**src/rtl/core/gcl_pkg.sv**
```systemverilog
// ----------------------------------------------------------------------------
// gcl_pkg: shared types and constants for the glyph coverage lookup
// Item layouts, opcode and map-kind codes, descriptor record, ALU interface.
// ----------------------------------------------------------------------------
package gcl_pkg;

    // Default sizes, handed to the top level parameters
    localparam int MAX_MAPS_DEF        = 16;
    localparam int CODE_LIST_DEPTH_DEF = 4096;
    localparam int OFFSET_DEPTH_DEF    = 4096;

    // Fixed field widths
    localparam int CP_W     = 21;
    localparam int SPAN_W   = 16;
    localparam int TOTAL_W  = 16;
    localparam int BASE_W   = 12;
    localparam int ADDR_W   = 12;
    localparam int VALUE_W  = 16;
    localparam int IDX_W    = 4;
    localparam int MAP_ID_W = 4;
    localparam int CNT_W    = 5;
    localparam int ALU_W    = 22;
    localparam int IN_W     = 128;
    localparam int OUT_W    = 8;
    localparam int CFG_IDX_W  = 2;
    localparam int CFG_DATA_W = 5;

    // Input item opcodes (carried on tuser)
    typedef enum logic [1:0] {
        OP_WR_DESC = 2'd0,
        OP_WR_CODE = 2'd1,
        OP_WR_OFS  = 2'd2,
        OP_QUERY   = 2'd3
    } opcode_e;

    // Character map kinds
    typedef enum logic [1:0] {
        KIND_DENSE_FULL  = 2'd0,
        KIND_SPARSE_FULL = 2'd1,
        KIND_DENSE_TINY  = 2'd2,
        KIND_SPARSE_TINY = 2'd3
    } map_kind_e;

    // Configuration register indexes
    typedef enum logic [CFG_IDX_W-1:0] {
        CFG_MAP_COUNT   = 2'd0,
        CFG_FONT_USABLE = 2'd1,
        CFG_SPARE_2     = 2'd2,
        CFG_SPARE_3     = 2'd3
    } cfg_index_e;

    // Input tdata layout, first member in the highest bits
    typedef struct packed {
        logic [5:0]         pad;
        logic [CP_W-1:0]    code_point;
        logic [VALUE_W-1:0] mem_value;
        logic [ADDR_W-1:0]  mem_address;
        logic               has_offset_list;
        logic               has_code_list;
        logic [BASE_W-1:0]  entry_base;
        logic [TOTAL_W-1:0] entry_total;
        logic [1:0]         map_kind;
        logic [SPAN_W-1:0]  range_span;
        logic [CP_W-1:0]    range_first;
        logic [IDX_W-1:0]   map_index;
    } in_item_t;

    // One stored character map descriptor
    typedef struct packed {
        logic [CP_W-1:0]    first;
        logic [SPAN_W-1:0]  span;
        map_kind_e          kind;
        logic [TOTAL_W-1:0] total;
        logic [BASE_W-1:0]  base;
        logic               has_code;
        logic               has_ofs;
    } desc_t;

    // Shared add/subtract unit request and response
    typedef struct packed {
        logic             sub;
        logic [ALU_W-1:0] a;
        logic [ALU_W-1:0] b;
    } alu_req_t;

    typedef struct packed {
        logic [ALU_W-1:0] res;
        logic             lt;
    } alu_rsp_t;

endpackage

```
**src/rtl/core/gcl_alu.sv**
```systemverilog
// ----------------------------------------------------------------------------
// gcl_alu: shared add/subtract unit
// One adder serving every range check, address sum and search step key compare.
// ----------------------------------------------------------------------------
module gcl_alu (
    input  gcl_pkg::alu_req_t req,
    output gcl_pkg::alu_rsp_t rsp
);
    import gcl_pkg::*;

    logic [ALU_W:0]   sum;
    logic [ALU_W-1:0] b_in;

    // a + b, or a - b as a + ~b + 1; no carry out on subtract means a < b
    assign b_in    = req.sub ? ~req.b : req.b;
    assign sum     = {1'b0, req.a} + {1'b0, b_in} + {{ALU_W{1'b0}}, req.sub};
    assign rsp.res = sum[ALU_W-1:0];
    assign rsp.lt  = req.sub & ~sum[ALU_W];

endmodule

```
**src/rtl/core/gcl_seq.sv**
```systemverilog
// ----------------------------------------------------------------------------
// gcl_seq: query sequencer
// Walks the maps in order, range checks, probes offset bytes and binary searches
// with one ALU, and holds the result in an output register.
// ----------------------------------------------------------------------------
module gcl_seq #(
    parameter int MAX_MAPS        = 16,
    parameter int CODE_LIST_DEPTH = 4096,
    parameter int OFFSET_DEPTH    = 4096,
    parameter int SLOT_AW         = 4,
    parameter int CL_AW           = 12,
    parameter int OF_AW           = 12
) (
    input  logic                          clk,
    input  logic                          rst_n,
    // item side
    input  logic                          in_valid,
    output logic                          in_ready,
    input  gcl_pkg::opcode_e              in_opcode,
    input  logic [gcl_pkg::CP_W-1:0]      code_point,
    // configuration
    input  logic [gcl_pkg::CNT_W-1:0]     map_count,
    input  logic                          font_usable,
    // descriptor store
    output logic                          desc_rd_en,
    output logic [SLOT_AW-1:0]            desc_rd_addr,
    input  gcl_pkg::desc_t                desc_rd_data,
    // code list memory
    output logic                          code_rd_en,
    output logic [CL_AW-1:0]              code_rd_addr,
    input  logic [gcl_pkg::VALUE_W-1:0]   code_rd_data,
    // offset memory
    output logic                          ofs_rd_en,
    output logic [OF_AW-1:0]              ofs_rd_addr,
    input  logic [7:0]                    ofs_rd_data,
    // result side
    output logic                          out_valid,
    input  logic                          out_ready,
    output logic                          out_supported,
    output logic [gcl_pkg::MAP_ID_W-1:0]  out_map
);
    import gcl_pkg::*;

    localparam int SLOT_CW = $clog2(MAX_MAPS + 1);

    typedef enum logic [13:0] {
        S_IDLE    = 14'b00000000000001,
        S_DESC_RD = 14'b00000000000010,
        S_REL     = 14'b00000000000100,
        S_SPAN    = 14'b00000000001000,
        S_TOT     = 14'b00000000010000,
        S_OADDR   = 14'b00000000100000,
        S_OWAIT   = 14'b00000001000000,
        S_CMP     = 14'b00000010000000,
        S_MID     = 14'b00000100000000,
        S_ADDR    = 14'b00001000000000,
        S_KEY     = 14'b00010000000000,
        S_FIN     = 14'b00100000000000,
        S_LWAIT   = 14'b01000000000000,
        S_DONE    = 14'b10000000000000
    } state_t;

    state_t               state_reg, state_next;
    logic [SLOT_CW-1:0]   slot_reg, slot_next;
    logic [SLOT_CW-1:0]   limit_reg, limit_next;
    logic [SLOT_CW-1:0]   slot_plus;
    logic [CP_W-1:0]      cp_reg, cp_next;
    logic [CP_W-1:0]      rel_reg, rel_next;
    logic [TOTAL_W-1:0]   lo_reg, lo_next;
    logic [TOTAL_W-1:0]   hi_reg, hi_next;
    logic [TOTAL_W-1:0]   mid_reg, mid_next;
    logic                 hit_reg, hit_next;
    logic                 out_valid_reg, out_valid_next;
    logic                 out_sup_reg, out_sup_next;
    logic [MAP_ID_W-1:0]  out_map_reg, out_map_next;

    logic                 map_hit;
    logic                 map_miss;
    logic                 code_addr_ok;
    logic                 ofs_addr_ok;
    alu_req_t             alu_req;
    alu_rsp_t             alu_rsp;

    gcl_alu u_alu (
        .req (alu_req),
        .rsp (alu_rsp)
    );

    assign slot_plus    = slot_reg + SLOT_CW'(1);
    assign code_addr_ok = (32'(alu_rsp.res) < CODE_LIST_DEPTH);
    assign ofs_addr_ok  = (32'(alu_rsp.res) < OFFSET_DEPTH);
    assign desc_rd_addr = slot_reg[SLOT_AW-1:0];
    assign code_rd_addr = CL_AW'(alu_rsp.res);
    assign ofs_rd_addr  = OF_AW'(alu_rsp.res);
    assign in_ready     = (state_reg == S_IDLE);

    // Sequencer
    always_comb
    begin
        state_next     = state_reg;
        slot_next      = slot_reg;
        limit_next     = limit_reg;
        cp_next        = cp_reg;
        rel_next       = rel_reg;
        lo_next        = lo_reg;
        hi_next        = hi_reg;
        mid_next       = mid_reg;
        hit_next       = hit_reg;
        out_valid_next = out_valid_reg;
        out_sup_next   = out_sup_reg;
        out_map_next   = out_map_reg;
        alu_req        = '{sub: 1'b1, a: '0, b: '0};
        desc_rd_en     = 1'b0;
        code_rd_en     = 1'b0;
        ofs_rd_en      = 1'b0;
        map_hit        = 1'b0;
        map_miss       = 1'b0;

        // result register drains when taken
        if (out_valid_reg && out_ready)
        begin
            out_valid_next = 1'b0;
        end

        case (state_reg)
            S_IDLE:
            begin
                if (in_valid && in_opcode == OP_QUERY)
                begin
                    cp_next    = code_point;
                    slot_next  = '0;
                    hit_next   = 1'b0;
                    limit_next = (32'(map_count) > MAX_MAPS) ? SLOT_CW'(MAX_MAPS)
                                                             : SLOT_CW'(map_count);
                    if (!font_usable || map_count == '0)
                    begin
                        state_next = S_DONE;
                    end
                    else
                    begin
                        state_next = S_DESC_RD;
                    end
                end
            end
            S_DESC_RD:
            begin
                desc_rd_en = 1'b1;
                state_next = S_REL;
            end
            // rel = code point - range start; below the start misses
            S_REL:
            begin
                alu_req  = '{sub: 1'b1, a: ALU_W'(cp_reg), b: ALU_W'(desc_rd_data.first)};
                rel_next = alu_rsp.res[CP_W-1:0];
                if (alu_rsp.lt)
                begin
                    map_miss = 1'b1;
                end
                else
                begin
                    state_next = S_SPAN;
                end
            end
            // rel must be below the span, then dispatch by kind
            S_SPAN:
            begin
                alu_req = '{sub: 1'b1, a: ALU_W'(rel_reg), b: ALU_W'(desc_rd_data.span)};
                lo_next = '0;
                hi_next = desc_rd_data.total;
                if (!alu_rsp.lt)
                begin
                    map_miss = 1'b1;
                end
                else
                begin
                    case (desc_rd_data.kind)
                        KIND_DENSE_TINY:
                        begin
                            map_hit = 1'b1;
                        end
                        KIND_DENSE_FULL:
                        begin
                            state_next = S_TOT;
                        end
                        KIND_SPARSE_TINY:
                        begin
                            if (desc_rd_data.has_code)
                            begin
                                state_next = S_CMP;
                            end
                            else
                            begin
                                map_miss = 1'b1;
                            end
                        end
                        default:
                        begin
                            if (desc_rd_data.has_code && desc_rd_data.has_ofs)
                            begin
                                state_next = S_CMP;
                            end
                            else
                            begin
                                map_miss = 1'b1;
                            end
                        end
                    endcase
                end
            end
            // dense full: rel within list, first position always present
            S_TOT:
            begin
                alu_req = '{sub: 1'b1, a: ALU_W'(rel_reg), b: ALU_W'(desc_rd_data.total)};
                if (!desc_rd_data.has_ofs || !alu_rsp.lt)
                begin
                    map_miss = 1'b1;
                end
                else if (rel_reg == '0)
                begin
                    map_hit = 1'b1;
                end
                else
                begin
                    state_next = S_OADDR;
                end
            end
            S_OADDR:
            begin
                alu_req = '{sub: 1'b0, a: ALU_W'(desc_rd_data.base), b: ALU_W'(rel_reg)};
                if (ofs_addr_ok)
                begin
                    ofs_rd_en  = 1'b1;
                    state_next = S_OWAIT;
                end
                else
                begin
                    map_miss = 1'b1;
                end
            end
            S_OWAIT:
            begin
                if (ofs_rd_data != '0)
                begin
                    map_hit = 1'b1;
                end
                else
                begin
                    map_miss = 1'b1;
                end
            end
            // binary search: loop while lo < hi
            S_CMP:
            begin
                alu_req = '{sub: 1'b1, a: ALU_W'(lo_reg), b: ALU_W'(hi_reg)};
                if (alu_rsp.lt)
                begin
                    state_next = S_MID;
                end
                else
                begin
                    state_next = S_FIN;
                end
            end
            S_MID:
            begin
                alu_req    = '{sub: 1'b0, a: ALU_W'(lo_reg), b: ALU_W'(hi_reg)};
                mid_next   = alu_rsp.res[TOTAL_W:1];
                state_next = S_ADDR;
            end
            S_ADDR:
            begin
                alu_req = '{sub: 1'b0, a: ALU_W'(desc_rd_data.base), b: ALU_W'(mid_reg)};
                if (code_addr_ok)
                begin
                    code_rd_en = 1'b1;
                    state_next = S_KEY;
                end
                else
                begin
                    map_miss = 1'b1;
                end
            end
            S_KEY:
            begin
                alu_req = '{sub: 1'b1, a: ALU_W'(code_rd_data), b: ALU_W'(rel_reg)};
                if (alu_rsp.lt)
                begin
                    lo_next = mid_reg + TOTAL_W'(1);
                end
                else
                begin
                    hi_next = mid_reg;
                end
                state_next = S_CMP;
            end
            // final probe at lo
            S_FIN:
            begin
                alu_req = '{sub: 1'b0, a: ALU_W'(desc_rd_data.base), b: ALU_W'(lo_reg)};
                if (lo_reg != desc_rd_data.total && code_addr_ok)
                begin
                    code_rd_en = 1'b1;
                    state_next = S_LWAIT;
                end
                else
                begin
                    map_miss = 1'b1;
                end
            end
            S_LWAIT:
            begin
                if (code_rd_data == rel_reg[VALUE_W-1:0])
                begin
                    map_hit = 1'b1;
                end
                else
                begin
                    map_miss = 1'b1;
                end
            end
            S_DONE:
            begin
                if (!out_valid_reg || out_ready)
                begin
                    out_valid_next = 1'b1;
                    out_sup_next   = hit_reg;
                    out_map_next   = hit_reg ? MAP_ID_W'(slot_reg) : '0;
                    state_next     = S_IDLE;
                end
            end
            default:
            begin
                state_next = S_IDLE;
            end
        endcase

        // per-map outcome
        if (map_hit)
        begin
            hit_next   = 1'b1;
            state_next = S_DONE;
        end
        else if (map_miss)
        begin
            if (slot_plus == limit_reg)
            begin
                state_next = S_DONE;
            end
            else
            begin
                slot_next  = slot_plus;
                state_next = S_DESC_RD;
            end
        end
    end

    // Control registers
    always_ff @(posedge clk or negedge rst_n)
    begin
        if (!rst_n)
        begin
            state_reg     <= S_IDLE;
            out_valid_reg <= 1'b0;
        end
        else
        begin
            state_reg     <= state_next;
            out_valid_reg <= out_valid_next;
        end
    end

    // Datapath registers
    always_ff @(posedge clk)
    begin
        slot_reg    <= slot_next;
        limit_reg   <= limit_next;
        cp_reg      <= cp_next;
        rel_reg     <= rel_next;
        lo_reg      <= lo_next;
        hi_reg      <= hi_next;
        mid_reg     <= mid_next;
        hit_reg     <= hit_next;
        out_sup_reg <= out_sup_next;
        out_map_reg <= out_map_next;
    end

    assign out_valid     = out_valid_reg;
    assign out_supported = out_sup_reg;
    assign out_map       = out_map_reg;

endmodule

```
**config.mk**
```make
export PLATFORM = sky130hd
export DESIGN_NAME = gcl_seq
export DESIGN_NICKNAME = d
export VERILOG_FILES = /design/src/rtl/core/gcl_pkg.sv /design/src/rtl/core/gcl_alu.sv /design/src/rtl/core/gcl_seq.sv
export SDC_FILE = /design/constraint.sdc
export NUM_CORES = 1
export LEC_CHECK = 0
export BUFFER_PORTS_ARGS = -buffer_cell sky130_fd_sc_hd__buf_2
export CORE_UTILIZATION = 54
export CTS_CLUSTER_SIZE = 24
export DETAILED_ROUTE_END_ITERATION = 7
export PLACE_DENSITY = 0.79
export RECOVER_POWER = 100
export SLEW_MARGIN = 20
export SYNTH_ARGS = -nofsm -noshare
export SYNTH_HDL_FRONTEND = slang
export SYNTH_HIERARCHICAL = 1
export SYNTH_SLANG_ARGS = --single-unit
export TNS_END_PERCENT = 5
```
**constraint.sdc**
```tcl
create_clock -name clk -period 9.2 [get_ports clk]
set_clock_uncertainty 0.2 [all_clocks]
set_input_delay 1.84 -clock clk [delete_from_list [all_inputs] [get_ports clk]]
set_output_delay 1.84 -clock clk [all_outputs]
set_load 0.02 [all_outputs]
```
### Word level (Yosys, flattened, before mapping)

Cells that the tools add are included.

| storage, ports and cells | value |
|---|---|
| flip-flop bits (word level) | 121 |
| bits of input ports | 126 |
| output and inout bits | 38 |
| logic and storage cells | 135 |

| cells by class | value |
|---|---|
| $add $sub $neg | 4 |
| $lt $le $gt $ge | 2 |
| equal/unequal tests | 35 |
| muxes and demuxes | 55 |
| bitwise gates (word level) | 3 |
| reduce and logical (&&, ||, !) cells | 24 |

Operators with widths:

| cell | number |
|---|---|
| case mux 45 bit (9 select lines) | 1 |
| 2-to-1 mux 14 bit | 15 |
| case mux 14 bit (13 select lines) | 1 |
| case mux 16 bit (2 select lines) | 2 |
| case mux 14 bit (3 select lines) | 1 |
| inequality test 4 bit, second input constant | 9 |
| 2-to-1 mux 16 bit | 2 |
| 2-to-1 mux 5 bit | 5 |
| adder 22 x 22 -> 23 bit | 1 |
| adder 23 x 1 -> 23 bit | 1 |
| less-than comparator 22 x 13 -> 1 bit, second input constant | 1 |
| 2-to-1 mux 1 bit | 22 |
| 2-to-1 mux 22 bit | 1 |
| inverter 22 bit | 1 |
| logical NOT 21 bit | 1 |
| adder 16 x 1 -> 16 bit, second input constant | 1 |
| == test 16 bit | 1 |
| inequality test 16 bit | 1 |
| == test 14 x 1 -> 1 bit, second input constant | 1 |
| == test 14 x 10 -> 1 bit, second input constant | 1 |
| == test 14 x 11 -> 1 bit, second input constant | 1 |
| == test 14 x 12 -> 1 bit, second input constant | 1 |
| == test 14 x 13 -> 1 bit, second input constant | 1 |
| == test 14 bit, second input constant | 1 |
| 33 further kinds | 50 |

### Longest topological paths before layout

Gate-level depths: netlist (run 1).

| logic depth | value |
|---|---|
| depth after elaboration | 14 |
| gate-level depth with buffers | 27 |
| depth with buffers taken out | 22 |

### By module

Netlist (run 1), hierarchy kept.

Modules (own cells, without submodules):

| module | instances | cells each | area an instance (um2) | seq. area each (um2) |
|---|---|---|---|---|
| gcl_seq | 1 | 627 | 6729.0 | 3499.6 |
| gcl_alu | 1 | 191 | 1407.6 | 0.0 |

### Least setup slack after synthesis (run 1)

No wires, ideal clock.

| path | value |
|---|---|
| path kind | register to output |
| start | register state_reg[5] |
| end | output code_rd_en |
| data arrival time | 6399 ps |
| data required time | 7160 ps |
| path slack | 761 ps |
| cell stages (with the launch flop) | 23 |
| path buffers | 4 |
| cell sequence | dfrtp_1 buf_6 nor4_4 nand2_2 nor4b_1 nand2b_1 buf_4 nor2_1 nand2_1 nand3_1 clkbuf_1 clkbuf_1 xor2_1 ha_1 and3_1 a31o_2 or2_2 o21a_1 o211ai_1 o311ai_0 nor4_1 nand3_1 nor2_1 |

RTL lines:

| element | line | RTL |
|---|---|---|
| start: declaration | gcl_seq.sv:63 | `state_t state_reg, state_next;` |
| start signal: assignment | gcl_seq.sv:367 | `state_reg <= state_next;` |
| end: declaration | gcl_seq.sv:29 | `output logic code_rd_en,` |

==> out/metrics.cfg, run 1 <==
[worst_hold_path]
min_from=slot_reg[4]
min_to=slot_reg[4]
min_path_cells=2
hold_class=flop to flop

[synth]
synth_xor_area_share_pct=9.90
synth_top_cell_area_share_pct=36.9
synth-edff-count=100
synth.most_common_cell=nand2_1
synthAdderAreaFrac_pct=4.24
synth-seq-cells=121
synth_seq_area_share_pct=43.0
netlist_area_mm2=0.00814
ys.flop_type=edfxtp_1
synthSimpleGateAreaFrac_pct=20.7
synth_top_family_by_area=simple AND/OR/NAND/NOR gates
synthTopCellsByCount=nand2_1 (111), edfxtp_1 (100), xor2_1 (58), nand3_1 (43), a22oi_1 (42)
synthMuxAreaShare_pct=0.384
synth.area.top_cells=edfxtp_1 (37%), xor2_1 (6.2%), nand2_1 (5.1%)
synth_cell_type_count=80
yosys.area.top_type=edfxtp_1
avgSynthCellArea_um2=9.95
synth_compound_area_share_pct=17.1
yosysWarnings=6
synth_cells=818
synthArstFlopShare_pct=12.4

[clocking]
cts_buffer_depth=2
clk_latency_ns=0.42
cts-buffers-inserted=17
cts_sinks=121
cts_tree=yes
holdBufCountCts=0
cts_resized=0
ctsHtreeMaxLevel=4
clk_pin_slew_ns=0.05
cts_setup_buffers=0
clockRootBuffer=clkbuf_16

[sta]
rsz0062_at_grt=false
hold_slack_ns=0.293
final-hold-violation-count=0
setup_violations=0
period_share_pct=94.4
post-route-min-period_ns=8.69
slew_violations=36
max_freq_ghz=0.115
tightest_slew_ns=1.76
setup_tns_ns=0
maxSlewHeadroom_pct=-17.6

[worst_setup_path]
path_delay_family=simple AND/OR/NAND/NOR gates
r2r_start=state_reg[1]
cp_cell_sequence=nor4_4, nand3_2, or4b_1, nand2_1, nor2_1, nand2_1, nand3_1, buf_4, xor2_1, ha_1, and2_0, a221oi_1, o21ai_0, nor4_1, nor2_1, xor2_1, nor4_1, nand3_1, nor2_1, clkbuf_1
path_common_cell=nor2_1
crit_path_top_delay_cell=or4b_1
r2r_end=state_reg[10]
reg2reg_slack_ns=1.26
crit_type=flop to output port
start_kind=flop
critPathArrivalTime_ns=6.65
worstPathMaxFanout=13
path_buf_inv=2
worstSetupEndpointType=output port
critPathMaxStageDelay_ns=0.60
cp.required_ns=7.16
reg2reg_depth=23

[floorplan]
core.rowCount=44
core_mm2=0.0146
ios=164
start_util_pct=55.6
die_x_um=125
fp.dieH_um=125
die_area_mm2=0.0156

[pwr]
p_seq_share_pct=31.9
power_density_mw_per_mm2=236
p_sw_uw=835
clock_power_share_pct=30.7
p_leak_nw=3.82
internal-power_mw=1.41
vdd_drop_max_mv=0.182
p_comb_share_pct=37.5
switching_share_pct=37.2

[status]
failed_checks=design-rule violations, max-capacitance violations, max-slew violations
status=finished, violations left

[routing]
viasPerCell=6.43
ant_nets=0
wl_um=26100
firstDrtPassIters=8
drc_errors=16
num_vias=7443
drt-wirelength-per-cell_um=22.5
first_iter_violations=976

[placement]
gp_congestion=1.08
io_buffer_count=163
dpl.hpwl_um=19300
place_area_mm2=0.00902
placed_cells=1127

[cells_and_area]
nNetsFinal=1115
synthToLayoutAreaGrowth_pct=16.7
drive_above_1_share_pct=18.2
stdcell_area_mm2=0.00949
num_antenna_cells=0
final_cells=1158

[global_routing]
grt_pass1_wl_um=39900
grt_busiest_layer=met2
grt_usage_pct=34.2
use_met1_pct=43.1
gr-total-overflow=0
grt_max_degree=65
grt_pass1_vias=7214
use_met3_pct=8.76
antenna_found_initial=0
grtUsageMet2_pct=55.3

[run]
cap_violations=1

worst register-to-register path: stages, from the launching register on:
cell	delay [ns]
dfrtp_1	0.49
nor4_4	0.52
nand3_2	0.16
or4b_1	0.60
nand2_1	0.14
nor2_1	0.07
nand2_1	0.06
nand3_1	0.50
buf_4	0.45
xor2_1	0.20
ha_1	0.38
and3_1	0.27
a31o_2	0.25
or3b_1	0.33
o21ai_0	0.37
nand2_1	0.16
a31oi_1	0.55
inv_1	0.24
a21oi_1	0.20
o21ai_0	0.17
a211o_1	0.32
or4b_1	0.62
a31o_1	0.35
nor4_1	0.25
power groups by stage:
| stage | clock network, mW | logic [mW] | registers (mW) |
|---|---|---|---|
| final | 0.688 | 0.840 | 0.715 |
| after global routing | 0.716 | 0.902 | 0.718 |
| after CTS | 0.690 | 0.867 | 0.715 |
| after detailed placement | 0 | 0.861 | 0.726 |
| after global placement | 0 | 0.864 | 0.723 |
| after floorplan | 0 | 0.651 | 0.716 |
worst max-delay path by stage:
stage | cells past startpoint | startpoint | endpoint
after global routing | 20 | state_reg[4] | code_rd_en
after global placement | 20 | state_reg[1] | code_rd_en
after CTS | 20 | state_reg[1] | code_rd_en
final | 20 | state_reg[1] | code_rd_en
after detailed placement | 20 | state_reg[1] | code_rd_en
after floorplan | 22 | state_reg[5] | code_rd_en
cells by family (layout without fill, tap and decap cells):
family                     count (synthesis)  in the layout
other                                      1              2
adders and majority gates                 27             27
and+or+nand+nor                          320            320
DFF                                      121            121
xor gates and xnor gates                  92             92
muxes                                      3              3
buffers and inverters                     72            227
AOI/OAI and AO/OA                        182            182
metal layers:
metal / routed length [µm] / part of all wire, % / up-vias
li1: - / - / 3370
met1: 10300 / 39 / 3552
met2: 12300 / 47 / 462
met3: 2650 / 10 / 59
met4: 867 / 3.3 / 0
met5: 0 / 0 / -
cells in the final DEF (no fill, tap or decap), drive strengths merged, types with 14 or more instances in the layout:
| cell type | instances |
|---|---|
| buf | 132 |
| nand2 | 112 |
| edfxtp | 100 |
| clkbuf | 66 |
| xor2 | 58 |
| nand3 | 44 |
| a22oi | 42 |
| nor2 | 41 |
| xnor2 | 34 |
| ha | 26 |
| a21oi | 24 |
| nor4 | 24 |
| o21ai | 22 |
| inv | 18 |
| a221o | 18 |
| nand4 | 15 |
| nor3 | 15 |
| a22o | 14 |
| dfrtp | 14 |
metrics by stage:
stage | total power [mW] | setup slack (ns) | utilization (%)
after floorplan | 1.37 | 0.761 | -
final | 2.24 | 0.514 | 64.8
after CTS | 2.27 | 0.758 | 65.6
after detailed placement | 1.59 | 1.23 | 61.6
after global placement | 1.59 | 1.34 | 61.6
after global routing | 2.34 | 0.158 | 64.8
area by class of cell:
type                    count  area, µm²
clock inverters            11        154
fillers                  1264       5150
multi-input cells         626       4250
well taps                 184        230
flip-flops and latches    121       3500
repair buffers            178        858
inverters                  18       67.6
clock buffers              20        437
No activity file was read; power rests on OpenSTA's default activity.
==> run 2: changes to the inputs <==
ABC_AREA = 1   (was not set)
PLACE_DENSITY = 0.78   (was 0.79)
==> run 2 against run 1 <==
Compared with the run above:
- the run ends with max-capacitance violations, max-slew violations left
- critical path depth grew 6
- non-clock buffer count fell by 11
- sequential power shrank 6.6%
- critical path type unchanged
- largest power group is now clock
==> out/metrics.cfg, run 2 <==
[clocking]
cts-buffers-inserted=17  ; unchanged
holdBufCountCts=0  ; unchanged
cts_setup_buffers=0  ; unchanged
clk_pin_slew_ns=0.06  ; about the same
clk_latency_ns=0.43  ; about the same
cts_sinks=121  ; unchanged
cts_resized=0  ; unchanged
clockRootBuffer=clkbuf_16
cts_buffer_depth=2  ; unchanged
ctsHtreeMaxLevel=4  ; unchanged
cts_tree=yes

[sta]
period_share_pct=87.9  ; -6.5 points
final-hold-violation-count=0  ; unchanged
setup_violations=0  ; unchanged
rsz0062_at_grt=false
slew_violations=43  ; +19%
maxSlewHeadroom_pct=-0.952  ; +17 points
setup_tns_ns=0  ; unchanged
max_freq_ghz=0.124  ; +7.4%
post-route-min-period_ns=8.09  ; -0.595 ns
tightest_slew_ns=1.51  ; -0.251 ns

[cells_and_area]
mostFrequentLayoutCell=nand2_1
num_antenna_cells=0  ; unchanged
fillerInstances=1419  ; +12%
drive_above_1_share_pct=15.6  ; -2.6 points
multi_input_area_mm2=0.00439  ; +3.3%
final_util_pct=64.6  ; -0.24 points
nNetsFinal=1503  ; +35%
synthToLayoutAreaGrowth_pct=15.7
regArea_mm2=0.00350  ; unchanged
final_cell_mix=nand2_1 (322), inv_1 (197), nor2_1 (141), buf_2 (124), edfxtp_1 (100)

[floorplan]
fp.dieH_um=131  ; +4.9%
start_util_pct=55.8  ; +0.27 points
die_x_um=131  ; +4.9%
die_area_mm2=0.0171  ; +10%
core.rowCount=46  ; +4.5%
ios=164  ; unchanged
core_mm2=0.0161  ; +9.7%

[synth]
avgSynthCellArea_um2=7.45  ; -25%
synth_seq_area_share_pct=39.0  ; -4.0 points
synth.most_common_cell=nand2_1
netlist_area_mm2=0.00897  ; +10%
yosysWarnings=6  ; unchanged
synth_cell_type_count=50  ; -38%
synth.area.top_cells=edfxtp_1 (33%), nand2_1 (13%), inv_1 (8.2%)
synthTopCellsByCount=nand2_1 (319), inv_1 (195), nor2_1 (135), edfxtp_1 (100), nand3_1 (59)
synthArstFlopShare_pct=12.4  ; unchanged
synth-edff-count=100  ; unchanged
ys.flop_type=edfxtp_1
yosys.area.top_type=edfxtp_1
synth_cells=1203  ; +47%
synth-seq-cells=121  ; unchanged
synth_top_cell_area_share_pct=33.5  ; -3.4 points

[routing]
firstDrtPassIters=6  ; -2
drt-wirelength-per-cell_um=17.8  ; -21%
wl_um=28100  ; +7.8%
num_vias=8675  ; +17%
first_iter_violations=862  ; -12%
ant_nets=0  ; unchanged
drc_errors=0  ; -16
viasPerCell=5.49  ; -15%

[global_routing]
gr-total-overflow=0  ; unchanged
grt_max_degree=56  ; -14%
grt_usage_pct=34.1  ; -0.058 points
grt_pass1_vias=8077  ; +12%
antenna_found_initial=1  ; +1
grt_pass1_wl_um=42500  ; +6.4%

[worst_setup_path]
cp.required_ns=7.16  ; about the same
path_common_cell=nand2_1
critPathArrivalTime_ns=6.05  ; -0.60 ns
crit_type=flop to output port
critPathMaxStageDelay_ns=1.11  ; +0.51 ns
worstPathMaxFanout=42  ; +29
crit_path_top_delay_cell=inv_1
worstSetupEndpointType=output port
start_kind=flop
path_buf_inv=5  ; +3
path_delay_family=simple AND/OR/NAND/NOR gates

[placement]
io_buffer_count=163  ; unchanged
dpl.hpwl_um=21300  ; +10%
gp_congestion=0.979  ; -9.7%

[worst_hold_path]
hold_class=flop to flop

[pwr]
power_density_mw_per_mm2=202  ; -15%
p_leak_nw=5.08  ; +33%
vdd_drop_max_mv=0.171  ; -5.8%

[status]
failed_checks=max-capacitance violations, max-slew violations
status=finished, violations left

[run]
cap_violations=1  ; unchanged

-- run 2: changes by cell type in the layout (fill, tap and decap cells not counted), moves of 24 or more --
cell,previous run,this run
xnor2_1,34,1
inv_1,18,197
a22oi_1,42,0
a221oi_1,2,32
o211ai_1,2,26
nand2_1,112,322
nor2_1,41,141
-- run 2: metal layers --
layer | vias up | GRT usage (%) | share of wire (%)
met5 | - | 0 | 0.032
met4 | 2 | 17.5 | 4.0
met3 | 75 | 8.35 | 8.4
met2 | 478 | 55.2 | 47
met1 | 3908 | 42.4 | 41
li1 | 4212 | - | -
-- run 2: cell type report --
type	count	share of cell area, %
inverters	206	7.48
repair buffers	167	7.65
well taps	216	2.61
multi-input cells	837	42.3
clock buffers	18	4.14
clock inverters	14	2.09
flip-flops and latches	121	33.7
-- run 2: worst paths after layout --
path | start | endpoint | slack (ns) | cells past startpoint
min in group asynchronous | rst_n | state_reg[4] | 1.31 | 1
worst min register to register | slot_reg[4] | slot_reg[4] | 0.31 | 2
worst max-delay path | state_reg[13] | code_rd_en | 1.11 | 26
worst max register to register | state_reg[13] | slot_reg[4] | 2.67 | 29
worst min-delay path | slot_reg[4] | slot_reg[4] | 0.31 | 2
max in group asynchronous | rst_n | state_reg[8] | 6.95 | 1
-- run 2: cell families after synthesis --
family,count (synthesis),synth area share (%)
adder cells (fa/ha/maj),27,3.85
buffers and inverters,246,11.3
other,1,0.0418
AND/OR/NAND/NOR,594,29.2
AO/OA/AOI/OAI,170,12.3
XOR/XNOR,44,4.30
flip-flops,121,39.0
-- run 2: worst register-to-register path, delay by kind of cell (launching register included) --
| kind | cells | cell delay, ns |
|---|---|---|
| AO/OA/AOI/OAI | 3 | 0.57 |
| adder cells (fa/ha/maj) | 1 | 0.44 |
| buffers and inverters | 3 | 1.34 |
| flip-flops | 1 | 0.40 |
| AND/OR/NAND/NOR | 22 | 3.51 |
-- run 2: through the flow --
stage | hold WS, ns | setup WS, ns | power, mW | cell area [µm²] | std cells
finish | 0.308 | 1.11 | 2.09 | 10400 | 1579
global route | 0.330 | 0.690 | 2.18 | 10400 | 1579
CTS | 0.307 | 1.74 | 2.11 | 10500 | 1579
detailed placement | 0.298 | 2.01 | 1.36 | 9860 | 1547
global placement | 0.278 | 2.06 | 1.36 | 9860 | 1547
floorplan | 0.266 | 2.47 | 1.16 | 8970 | 1204
-- run 2: power by group --
part,total [mW],internal (mW),switching [mW]
logic,0.675,0.195,0.480
registers,0.668,0.652,0.0163
clock network,0.747,0.482,0.264
==> run 3: changes to the inputs <==
CAP_MARGIN = 20   (was not set)
RECOVER_POWER = not set   (was 100)
==> run 3 against run 2 <==
Compared with the run above:
- the run now ends clean
- clock power about the same
- critical path depth fell by 2
- count of clock-buffer cells in the layout unchanged
- first-iteration DRC count increased by 0.58%
- maximum frequency rose by 7.7%
- register-to-register slack gained 0.82 ns
- final cell count stayed put
- utilization up 0.81 points
- sequential share of layout area is 0.42 points lower
- via count up 0.80%
- critical path type unchanged
- largest cell class unchanged
==> out/metrics.cfg, run 3 (synthesis gave the netlist of run 2 again) <==
[sta]
setup_ws_ns=1.69  ; +0.579 ns
final-hold-violation-count=0  ; unchanged
rsz0062_at_grt=false
max_freq_ghz=0.133  ; +7.7%
tightest_slew_ns=0.945  ; -0.567 ns
maxSlewHeadroom_pct=36.9  ; +38 points
hold_slack_ns=0.302  ; -0.00582 ns
period_share_pct=81.7  ; -6.3 points
post-route-min-period_ns=7.51  ; -0.579 ns
slew_violations=0  ; -100%
setup_tns_ns=0  ; unchanged
setup_violations=0  ; unchanged

[routing]
first_iter_violations=867  ; +0.58%
viasPerCell=5.54  ; +0.80%
ant_nets=0  ; unchanged
drc_errors=0  ; unchanged
wl_um=28000  ; -0.55%
drt-wirelength-per-cell_um=17.7  ; -0.55%
num_vias=8744  ; +0.80%
firstDrtPassIters=6  ; unchanged

[clocking]
cts_resized=0  ; unchanged
clk_latency_ns=0.43  ; about the same
holdBufCountCts=0  ; unchanged
cts_setup_buffers=0  ; unchanged
clockRootBuffer=clkbuf_16
cts-buffers-inserted=17  ; unchanged
cts_tree=yes
cts_buffer_depth=2  ; unchanged
clk_pin_slew_ns=0.06  ; about the same
cts_sinks=121  ; unchanged
ctsHtreeMaxLevel=4  ; unchanged

[cells_and_area]
nNetsFinal=1503  ; unchanged
mostFrequentLayoutCell=nand2_1
final_cell_mix=nand2_1 (318), inv_1 (195), buf_2 (163), nor2_1 (133), edfxtp_1 (100)
regArea_mm2=0.00350  ; unchanged
multi_input_area_mm2=0.00446  ; +1.8%
synthToLayoutAreaGrowth_pct=17.1
drive_above_1_share_pct=19.8  ; +4.3 points
num_antenna_cells=0  ; unchanged
fillerInstances=1377  ; -3.0%

[worst_setup_path]
cp.required_ns=7.16  ; about the same
worstPathMaxFanout=24  ; -43%
worstSetupEndpointType=output port
critPathArrivalTime_ns=5.47  ; -0.58 ns
crit_type=flop to output port
start_kind=flop

[floorplan]
fp.dieH_um=131  ; unchanged
core_mm2=0.0161  ; unchanged
start_util_pct=55.8  ; unchanged
die_x_um=131  ; unchanged
core.rowCount=46  ; unchanged
die_area_mm2=0.0171  ; unchanged
ios=164  ; unchanged

[pwr]
p_leak_nw=5.25  ; +3.4%
power_density_mw_per_mm2=202  ; about the same
vdd_drop_max_mv=0.172  ; +0.61%

[global_routing]
gr-total-overflow=0  ; unchanged
grt_pass1_wl_um=42500  ; unchanged
antenna_found_initial=1  ; unchanged
grt_pass1_vias=8077  ; unchanged
grt_max_degree=56  ; unchanged
grt_usage_pct=34.1  ; unchanged

[placement]
dpl_worst_slack_ns=2.01  ; unchanged
io_buffer_count=163  ; unchanged
gp_congestion=0.979  ; unchanged
dpl.hpwl_um=21300  ; unchanged

[status]
status=finished clean

[run]
cap_violations=0  ; -1

[worst_hold_path]
hold_class=flop to flop

## run 3: cell types whose count changed in the layout (fill, tap and decap cells not counted), sizes merged
| cell | previous run | this run |
|---|---|---|
| buf | 127 | 167 |
| clkbuf | 58 | 18 |
## run 3: path summary, 6_finish.rpt
check / slack [ns] / from / cells after the start / endpoint
worst max-delay path: 1.69 / state_reg[7] / 24 / code_rd_en
worst min-delay path: 0.30 / slot_reg[4] / 2 / slot_reg[4]
worst max register to register: 3.49 / state_reg[7] / 28 / state_reg[13]
worst min register to register: 0.30 / slot_reg[4] / 2 / slot_reg[4]
max in group asynchronous: 7.37 / rst_n / 1 / state_reg[0]
min in group asynchronous: 1.12 / rst_n / 1 / state_reg[4]
## run 3: layout make-up
class	count	area share, %
inverter	206	7.39
sequential	121	33.3
clock inverter	14	2.06
timing repair buffer	167	8.05
multi-input combinational	837	42.5
clock buffer	18	4.09
tap	216	2.57
## run 3: per-stage QoR
step | total power, mW | utilization [%] | instance area (µm²) | cells
after floorplan | 1.16 | - | 8970 | 1204
after global placement | 1.36 | 61.4 | 9860 | 1547
after detailed placement | 1.36 | 61.4 | 9860 | 1547
after CTS | 2.11 | 65.4 | 10500 | 1579
after global routing | 2.21 | 65.4 | 10500 | 1579
final | 2.12 | 65.4 | 10500 | 1579
## run 3: where the power goes
part           internal [mW]  switching [mW]  leakage (nW)
Sequential             0.652          0.0175          1.17
Clock                  0.482           0.267         0.307
Combinational          0.215           0.484          3.78
Total                   1.35           0.768          5.25
## run 3: per-layer routing
layer | vias to the layer above | global-route usage (%) | share of wire [%]
met5 | - | 0 | 0.032
met3 | 90 | 8.35 | 9.2
li1 | 4209 | - | -
met4 | 2 | 17.5 | 4.6
met2 | 498 | 55.2 | 46
met1 | 3945 | 42.4 | 40
## run 3: worst max-delay path, stage by stage (launching register included)
cell     delay [ns]
dfrtp_1        0.39
nor2_2         0.18
nand2_2        0.15
nor2_8         0.21
nand4_1        0.18
inv_1          0.73
nor2_2         0.08
buf_4          0.30
xor2_1         0.25
fa_1           0.48
nand2_1        0.09
nor2_1         0.05
nor2_2         0.23
inv_1          0.12
nand3_1        0.11
nand3_1        0.09
nand2_1        0.07
nand2_1        0.06
or2_2          0.27
nor3_1         0.17
nand2_1        0.16
nor3_1         0.32
nand3_1        0.15
inv_1          0.06
buf_2          0.15
